### src/design/hwt_pkg.sv
// Shared types and constants of the hashed timer wheel.
package hwt_pkg;

  localparam int unsigned MAX_TIMERS_DEF = 16;
  localparam logic [15:0] PERIOD_RESET = 16'd10;

  typedef enum logic [1:0] {
    OP_ADD    = 2'd0,
    OP_CANCEL = 2'd1,
    OP_TICK   = 2'd2,
    OP_NONE   = 2'd3
  } op_t;

  localparam logic [1:0] KIND_ADD     = 2'd0;
  localparam logic [1:0] KIND_CANCEL  = 2'd1;
  localparam logic [1:0] KIND_FIRED   = 2'd2;
  localparam logic [1:0] KIND_SUMMARY = 2'd3;

  typedef struct packed {
    op_t         op;
    logic [31:0] wait_ms;
    logic [62:0] cancel_id;
  } item_t;

endpackage

### src/design/hwt_front.sv
// Input side: accepts items, drops OP_NONE items, and queues the rest for the back end.
module hwt_front (
  input  logic          clk,
  input  logic          rst,
  input  logic          s_tvalid,
  output logic          s_tready,
  input  logic [95:0]   s_tdata,
  input  logic [1:0]    s_tuser,
  output logic          q_valid,
  input  logic          q_ready,
  output hwt_pkg::item_t q_item
);

  hwt_pkg::item_t slot [2];
  logic           wr_ptr;
  logic           rd_ptr;
  logic [1:0]     fill;
  logic           push;
  logic           pop;
  hwt_pkg::item_t in_item;

  assign in_item.op        = hwt_pkg::op_t'(s_tuser);
  assign in_item.wait_ms   = s_tdata[31:0];
  assign in_item.cancel_id = s_tdata[94:32];

  assign s_tready = (fill != 2'd2);
  // Items with op OP_NONE are taken and dropped here.
  assign push     = s_tvalid && s_tready && (in_item.op != hwt_pkg::OP_NONE);
  assign q_valid  = (fill != 2'd0);
  assign pop      = q_valid && q_ready;
  assign q_item   = slot[rd_ptr];

  always_ff @(posedge clk) begin
    if (rst) begin
      wr_ptr <= 1'b0;
      rd_ptr <= 1'b0;
      fill   <= 2'd0;
    end else begin
      if (push) begin
        slot[wr_ptr] <= in_item;
        wr_ptr       <= ~wr_ptr;
      end
      if (pop) begin
        rd_ptr <= ~rd_ptr;
      end
      fill <= fill + {1'b0, push} - {1'b0, pop};
    end
  end

endmodule

### src/design/hwt_back.sv
// Execution side: timer table, delay divider, scans and the registered result stage.
module hwt_back #(
  parameter int unsigned MAX_TIMERS = hwt_pkg::MAX_TIMERS_DEF
) (
  input  logic           clk,
  input  logic           rst,
  input  logic [15:0]    period,
  input  logic           q_valid,
  output logic           q_ready,
  input  hwt_pkg::item_t q_item,
  output logic           m_tvalid,
  input  logic           m_tready,
  output logic [79:0]    m_tdata,
  output logic [1:0]     m_tuser,
  output logic           m_tlast
);

  localparam int unsigned CW = $clog2(MAX_TIMERS + 1);
  localparam int unsigned IW = (MAX_TIMERS > 1) ? $clog2(MAX_TIMERS) : 1;

  typedef enum logic [2:0] {
    ST_IDLE, ST_REJECT, ST_DIV, ST_ADDW, ST_SCAN, ST_CNT, ST_FIRE
  } state_t;

  state_t        state;
  logic [62:0]   ident  [MAX_TIMERS];
  logic [63:0]   expiry [MAX_TIMERS];
  logic [CW-1:0] count;
  logic [63:0]   tick;
  logic [62:0]   next_id;
  logic [CW-1:0] idx;
  logic [CW-1:0] nfire;
  logic [CW-1:0] fin;
  logic [62:0]   cid;
  logic [31:0]   dvd;
  logic [15:0]   rem;
  logic [4:0]    step;

  logic [62:0]   o_id;
  logic          o_ok;
  logic [4:0]    o_fired;
  logic [4:0]    o_active;

  logic          can_out;
  logic          out_load;
  logic [IW-1:0] ix;
  logic          at_end;
  logic          due;
  logic [16:0]   trial;
  logic          fits;
  logic          remove;

  function automatic logic [4:0] cnt5(input logic [CW-1:0] v);
    logic [CW+4:0] w;
    w = {5'b0, v};
    return w[4:0];
  endfunction

  assign can_out = !m_tvalid || m_tready;
  assign q_ready = (state == ST_IDLE);
  assign ix      = idx[IW-1:0];
  assign at_end  = (idx == count);
  assign due     = !at_end && (expiry[ix] <= tick);
  assign trial   = {rem, dvd[31]};
  assign fits    = (trial >= {1'b0, period});
  assign remove  = can_out && !at_end &&
                   (((state == ST_SCAN) && (ident[ix] == cid)) ||
                    ((state == ST_FIRE) && due));
  // A new result enters the output register this cycle.
  assign out_load = can_out &&
                    ((state == ST_REJECT) || (state == ST_ADDW) ||
                     ((state == ST_SCAN) && (at_end || (ident[ix] == cid))) ||
                     ((state == ST_FIRE) && (at_end || due)));

  assign m_tdata = {6'b0, o_active, o_fired, o_ok, o_id};

  always_ff @(posedge clk) begin
    if (rst) begin
      state    <= ST_IDLE;
      count    <= '0;
      tick     <= '0;
      next_id  <= 63'd1;
      m_tvalid <= 1'b0;
    end else begin
      if (m_tvalid && m_tready && !out_load) begin
        m_tvalid <= 1'b0;
      end
      if (remove) begin
        // Close the gap so the table stays packed in insertion order.
        for (int j = 0; j + 1 < MAX_TIMERS; j++) begin
          if (j >= int'(idx)) begin
            ident[j]  <= ident[j+1];
            expiry[j] <= expiry[j+1];
          end
        end
        count <= count - CW'(1);
      end
      unique case (state)
        ST_IDLE: begin
          if (q_valid) begin
            idx   <= '0;
            nfire <= '0;
            cid   <= q_item.cancel_id;
            unique case (q_item.op)
              hwt_pkg::OP_ADD: begin
                if (q_item.wait_ms[31] || (q_item.wait_ms == 32'd0) ||
                    (count == CW'(MAX_TIMERS))) begin
                  state <= ST_REJECT;
                end else begin
                  dvd   <= q_item.wait_ms + {16'd0, period} - 32'd1;
                  rem   <= '0;
                  step  <= '0;
                  state <= ST_DIV;
                end
              end
              hwt_pkg::OP_CANCEL: state <= ST_SCAN;
              hwt_pkg::OP_TICK:   state <= ST_CNT;
              default:            state <= ST_IDLE;
            endcase
          end
        end
        ST_REJECT: begin
          if (can_out) begin
            m_tvalid <= 1'b1;
            m_tuser  <= hwt_pkg::KIND_ADD;
            o_id     <= '0;
            o_ok     <= 1'b0;
            o_fired  <= '0;
            o_active <= cnt5(count);
            m_tlast  <= 1'b1;
            state    <= ST_IDLE;
          end
        end
        ST_DIV: begin
          // One quotient bit per cycle; the quotient shifts in behind the dividend.
          rem  <= fits ? 16'(trial - {1'b0, period}) : trial[15:0];
          dvd  <= {dvd[30:0], fits};
          step <= step + 5'd1;
          if (step == 5'd31) begin
            state <= ST_ADDW;
          end
        end
        ST_ADDW: begin
          if (can_out) begin
            ident[count[IW-1:0]]  <= next_id;
            expiry[count[IW-1:0]] <= tick + {32'd0, dvd};
            count    <= count + CW'(1);
            next_id  <= next_id + 63'd1;
            m_tvalid <= 1'b1;
            m_tuser  <= hwt_pkg::KIND_ADD;
            o_id     <= next_id;
            o_ok     <= 1'b1;
            o_fired  <= '0;
            o_active <= cnt5(count + CW'(1));
            m_tlast  <= 1'b1;
            state    <= ST_IDLE;
          end
        end
        ST_SCAN: begin
          if (at_end || (ident[ix] == cid)) begin
            if (can_out) begin
              m_tvalid <= 1'b1;
              m_tuser  <= hwt_pkg::KIND_CANCEL;
              o_id     <= cid;
              o_ok     <= !at_end;
              o_fired  <= '0;
              o_active <= cnt5(at_end ? count : count - CW'(1));
              m_tlast  <= 1'b1;
              state    <= ST_IDLE;
            end
          end else begin
            idx <= idx + CW'(1);
          end
        end
        ST_CNT: begin
          // First pass counts the due timers so every result carries the final count.
          if (at_end) begin
            fin   <= count - nfire;
            idx   <= '0;
            state <= ST_FIRE;
          end else begin
            nfire <= nfire + {{(CW-1){1'b0}}, due};
            idx   <= idx + CW'(1);
          end
        end
        ST_FIRE: begin
          if (at_end) begin
            if (can_out) begin
              m_tvalid <= 1'b1;
              m_tuser  <= hwt_pkg::KIND_SUMMARY;
              o_id     <= '0;
              o_ok     <= 1'b1;
              o_fired  <= cnt5(nfire);
              o_active <= cnt5(fin);
              m_tlast  <= 1'b1;
              tick     <= tick + 64'd1;
              state    <= ST_IDLE;
            end
          end else if (due) begin
            if (can_out) begin
              m_tvalid <= 1'b1;
              m_tuser  <= hwt_pkg::KIND_FIRED;
              o_id     <= ident[ix];
              o_ok     <= 1'b1;
              o_fired  <= '0;
              o_active <= cnt5(fin);
              m_tlast  <= 1'b0;
            end
          end else begin
            idx <= idx + CW'(1);
          end
        end
        default: state <= ST_IDLE;
      endcase
    end
  end

endmodule

### src/design/hashed_timer_wheel.sv
// Top level of the hashed timer wheel: configuration register, input queue and table engine.
// The block keeps up to MAX_TIMERS pending timers in insertion order. An add runs through
// the bit-serial divider that turns milliseconds into ticks (32 steps); a cancel compares
// one table entry per cycle; a tick makes two passes, one that counts the due timers and
// a second that fires and removes them, one entry per cycle in each pass while the output
// is not stalled. A two-item queue takes new items while the engine works and registers
// each item before the engine sees it; results leave through a registered output stage,
// and output stalls hold the engine back.
module hashed_timer_wheel #(
  parameter int unsigned MAX_TIMERS = hwt_pkg::MAX_TIMERS_DEF
) (
  input  logic        clk,
  input  logic        rst,
  input  logic        cfg_we,
  input  logic [15:0] cfg_wdata,  // tick_period_ms
  input  logic        s_tvalid,
  output logic        s_tready,
  input  logic [95:0] s_tdata,    // wait_ms[31:0], cancel_id[94:32], zero fill
  input  logic [1:0]  s_tuser,    // op
  output logic        m_tvalid,
  input  logic        m_tready,
  output logic [79:0] m_tdata,    // ident[62:0], ok[63], fired_count[68:64],
                                  // active_count[73:69], zero fill
  output logic [1:0]  m_tuser,    // kind
  output logic        m_tlast     // last
);

  logic [15:0]    period;
  logic [15:0]    period_eff;
  logic           q_valid;
  logic           q_ready;
  hwt_pkg::item_t q_item;

  always_ff @(posedge clk) begin
    if (rst) begin
      period <= hwt_pkg::PERIOD_RESET;
    end else if (cfg_we) begin
      period <= cfg_wdata;
    end
  end

  // A period of zero behaves as one.
  assign period_eff = (period == 16'd0) ? 16'd1 : period;

  hwt_front u_front (
    .clk      (clk),
    .rst      (rst),
    .s_tvalid (s_tvalid),
    .s_tready (s_tready),
    .s_tdata  (s_tdata),
    .s_tuser  (s_tuser),
    .q_valid  (q_valid),
    .q_ready  (q_ready),
    .q_item   (q_item)
  );

  hwt_back #(
    .MAX_TIMERS (MAX_TIMERS)
  ) u_back (
    .clk      (clk),
    .rst      (rst),
    .period   (period_eff),
    .q_valid  (q_valid),
    .q_ready  (q_ready),
    .q_item   (q_item),
    .m_tvalid (m_tvalid),
    .m_tready (m_tready),
    .m_tdata  (m_tdata),
    .m_tuser  (m_tuser),
    .m_tlast  (m_tlast)
  );

endmodule

### config.mk
export PLATFORM = sky130hd
export DESIGN_NAME = hashed_timer_wheel
export DESIGN_NICKNAME = d
export VERILOG_FILES = /design/src/design/hwt_pkg.sv /design/src/design/hwt_front.sv /design/src/design/hwt_back.sv /design/src/design/hashed_timer_wheel.sv
export SDC_FILE = /design/constraint.sdc
export NUM_CORES = 2
export LEC_CHECK = 0
export BUFFER_PORTS_ARGS = -buffer_cell sky130_fd_sc_hd__buf_2
export CORE_UTILIZATION = 35
export CTS_CLUSTER_SIZE = 16
export DETAILED_ROUTE_END_ITERATION = 16
export MAX_ROUTING_LAYER = met4
export SYNTH_ARGS = -nofsm -noshare
export SYNTH_HDL_FRONTEND = slang
export SYNTH_SLANG_ARGS = --single-unit
export TNS_END_PERCENT = 5
### constraint.sdc
create_clock -name clk -period 21.9 [get_ports clk]
set_input_delay 2.19 -clock clk [delete_from_list [all_inputs] [get_ports clk]]
set_output_delay 2.19 -clock clk [all_outputs]
set_load 0.1 [all_outputs]
==> results.env <==
TRITONCTS='yes'
WORST_SLEW_PIN_SLEW_NS=1.42
REMAINING_DRCS=0
SYNTH_CELL_TYPES=98
FINAL_MIN_PERIOD_OVER_CLOCK_PERIOD=0.526
TOTAL_DIE_AREA_UM2=374000
POST-ROUTE-CELL-AREA_UM2=145000
CTSROOTBUFFERMASTER='clkbuf_16'
SYNTH_COMPOUND_GATE_AREA_SHARE=0.0752
POST_SYNTH_MUX_AREA_SHARE=0.182
COREAREA_UM2=369000
SETUP_TNS_NS=0
SYNTHXORXNORAREAFRAC=0.0190
FINAL_COMMON_CELL='edfxtp_1'
POSTSYNTH.ASYNCRESETSHARE=0
YOSYS_MOST_USED_DFF='edfxtp_1'
POSTROUTEWIRELENGTH_UM=423000
FINALCRITICALPERIOD_NS=11.53
SYN-CELL-AREA_UM2=130000
CP_COMMON_CELL='buf_4'
YS_SEQ_ELEMENTS=2595
HPWL_UM=245000
PLACED_AREA_UM2=136000
FLOORPLAN.DIE.WIDTH_UM=612
GRT_START_MAX_NET_PINS=147
WIRE_LENGTH_OF_THE_FIRST_GLOBAL_ROUTING_PASS_UM=607000
SYNTH.AVG_CELL_AREA_UM2=12.9
CTSLONGESTPATHBUFFERS=4
DETAIL_ROUTE.FIRST_PASS.ITERATIONS=6
WL_MET1_UM=165000
PLACE_CONGESTION=0.921
ENDPOINT_KIND='flop'
POST_DRT_VIA_CELL_RATIO=5.79
SYNTH_ADDER_AREA_SHARE=0.0188
MAXIMUM_FANOUT_ENCOUNTERED_ON_THE_CRITICAL_TIMING_PATH=45
START_KIND='flop'
SETUP.WORST_PATH.CLASS='flop to flop'
DR_WL_MET3_UM=44400
ROUTE.MET2.WL_UM=197000
WORST_SLEW_MARGIN_REL=0.0560
POST_SYNTH_SIMPLE_GATE_AREA=0.0847
POWER_LEAKAGE_nW=51.0
SYNTH_LARGEST_AREA_CELL='edfxtp_1'
RSZ0062_AT_GRT='no'
INITIAL_CORE_UTIL=0.352
MAX_STAGE_DELAY_NS=0.95
FIRST_GLOBAL_VIAS=86000
YS_TOP_CELLS_BY_AREA='edfxtp_1, mux4_2, mux2_2'
NUMBER_OF_FAILING_HOLD_ENDPOINTS_AT_THE_FINAL_STAGE=0
CTS.SINK_COUNT=2595
CTS_HOLD_BUFFERS=0
DETAILROUTE.VIA_COUNT=87400
POWER_W=0.0153
FMAX_MHz=86.8
YOSYSWARNINGS=0
FINAL_ANTENNA_NET_COUNT=0
MAX-VDD-IR-DROP_V=0.000104
WL_PER_CELL_UM=28.0
GRT-OVFL-TOTAL=0
CRIT_PATH_TOP_DELAY_CELL='dfxtp_4'
SYNTH-EDFF-COUNT=2434
FINAL_NET_COUNT=10200
CLK_PIN_SLEW_WORST_PATHS_NS=0.06
CRIT_ARRIVAL_NS=11.98
SEQ_AREA_FRAC_SYNTH=0.587
ROWS=223
WORST_EP_REQUIRED_TIME_NS=22.35
FINAL_LAYOUT_SIZE_SUFFIX_GT1_FRAC=0.214
POST_CTS.RESIZED_INSTANCES=0
STATUS='completed'
HOLD_PATH.CLASS='flop to flop'
NUMBER_OF_ANTENNA_VIOLATIONS_AT_THE_FIRST_CHECK_IN_GLOBAL_ROUTING=18
CTS_POST_SETUP_BUFFERS_INSERTED=0
LARGEST_FAMILY_OF_LOGIC_CELLS_BY_SYNTHESIZED_AREA='multiplexers'
FIN_WORST_SKEW_NS=0.0538
SYN2LAYOUT_AREA_GROWTH_PCT=11.2
GRT_USE_TOTAL=0.227
MAX_CAP_VIOLATIONS=0
CHIPHEIGHT_UM=612
CTS_MADE_BUFFERS=271
CLOCK_LATENCY_NS=0.88
FINAL_CELL_MIX='edfxtp_1, nand2_1, o21ai_0'
POWER.DENSITY_CELL_AREA_nW_PER_UM2=106
PLACEMENT.IO_BUFFERS=196
TOP_LEVEL_PORTS=204
MAXSLEWVIOLCOUNT=0
SYN-INSTANCE-COUNT=10100
CLOCK_TREE.HTREE_LEVEL_COUNT=5
CP_CELL_SEQUENCE='buf_4 > buf_4 > buf_4 > mux4_2 > mux4_2 > ha_1 > nand4_1 > nor4_1 > nand4_1 > nor4_1 > nor2_1 > a21oi_1 > buf_4 > a22oi_2 > or4_1 > buf_4 > o21ai_4 > buf_4 > buf_4 > buf_4'
TOP_SIGNAL_LAYER_USED='met4'
FINALSETUPVIOLCOUNT=0
DRT_FIRST_ITER_VIOLATIONS=11600
SYNTH_LARGEST_TYPE_AREA_FRACTION=0.562
## Yosys cell counts (11+ instances only)
library cell	n
edfxtp_1	2434
nand2_1	1869
o21ai_0	1170
mux2_2	845
clkbuf_1	617
mux4_2	512
nor2_1	307
inv_1	258
mux2i_1	242
ha_1	189
xnor2_1	178
a21oi_1	162
dfxtp_1	161
xor2_1	104
buf_1	94
nand3_1	81
nor3_1	68
a21o_1	64
nand4_1	61
and3_1	57
a222oi_1	52
or3_1	42
buf_2	34
nor4_1	34
buf_4	32
nor2b_1	29
o22ai_1	25
and2_1	23
a31oi_1	22
and4_1	20
a211oi_1	19
nand2b_1	19
buf_6	18
a221oi_1	17
o211ai_1	15
a22oi_1	13
o21a_1	13
o21bai_1	13
o22a_1	13
o2111ai_1	11
o31ai_1	11
## power by group
group	total (W)	leakage [nW]	switching (W)	internal [W]
clock	0.00471	4.26	0.00200	0.00271
combinational	0.00469	23.2	0.00288	0.00181
sequential	0.00588	23.6	0.000272	0.00560
## final timing paths
kind                    from               endpoint  slack (ns)  cells past startpoint
max                     flop  u_back.expiry[10][42]       10.37                     20
min          u_back.tick[58]        u_back.tick[58]        0.52                      2
max reg2reg             flop  u_back.expiry[10][42]       10.37                     20
min reg2reg  u_back.tick[58]        u_back.tick[58]        0.52                      2
## through the flow
stage,instances,hold WS [ns],utilization,worst slack (ns)
finish,15100,0.519,0.392,10.37
global route,15100,0.533,0.392,9.81
CTS,15100,0.516,0.391,10.35
detailed placement,14600,0.499,0.368,10.42
global placement,14600,0.489,0.368,10.46
floorplan,10100,0.406,-,6.03
## sequential cells by signal, summed over array words and instances (netlist names), 3 cells and up, named ones only
signal / cells
u_back.fin: 5
u_back.nfire: 5
u_back.dvd: 32
u_back.count: 5
u_back.step: 5
u_back.o_fired: 5
u_back.rem: 16
period: 16
u_back.next_id: 63
u_back.ident: 1008
u_front.slot: 194
u_back.state: 3
u_back.idx: 5
u_back.o_active: 5
u_back.o_id: 63
u_back.cid: 63
u_back.expiry: 1024
u_back.tick: 64
## cell families after synthesis
family / Yosys count
compound gates: 1708
other cells: 1
xor+xnor: 282
mux: 1606
flops: 2595
buf+inv: 1068
fa+ha+maj: 193
simple gates: 2645
## critical path: cells and delay by family (launching register included)
family	cells	cell delay (ns)
flip-flops	1	0.95
adder cells (fa/ha/maj)	1	0.29
multiplexers	2	1.14
AO/OA/AOI/OAI	3	0.80
AND/OR/NAND/NOR	6	2.35
buffers and inverters	8	5.27
## area by class of cell
cell class	count	area [um2]
diodes	12	30.0
flip-flops and latches	2595	76300
clock buffers	353	7530
repair buffers	364	2540
well taps	4950	6190
fillers	34500	225000
multi-input cells	6440	49800
clock inverters	131	1270
inverters	264	1000
## routing by layer
layer,up-vias,track usage
li1,37400,-
met4,0,0.0853
met1,44400,0.294
met5,-,-
met3,822,0.0423
met2,4836,0.354
No activity file was read; power rests on OpenSTA's default activity.
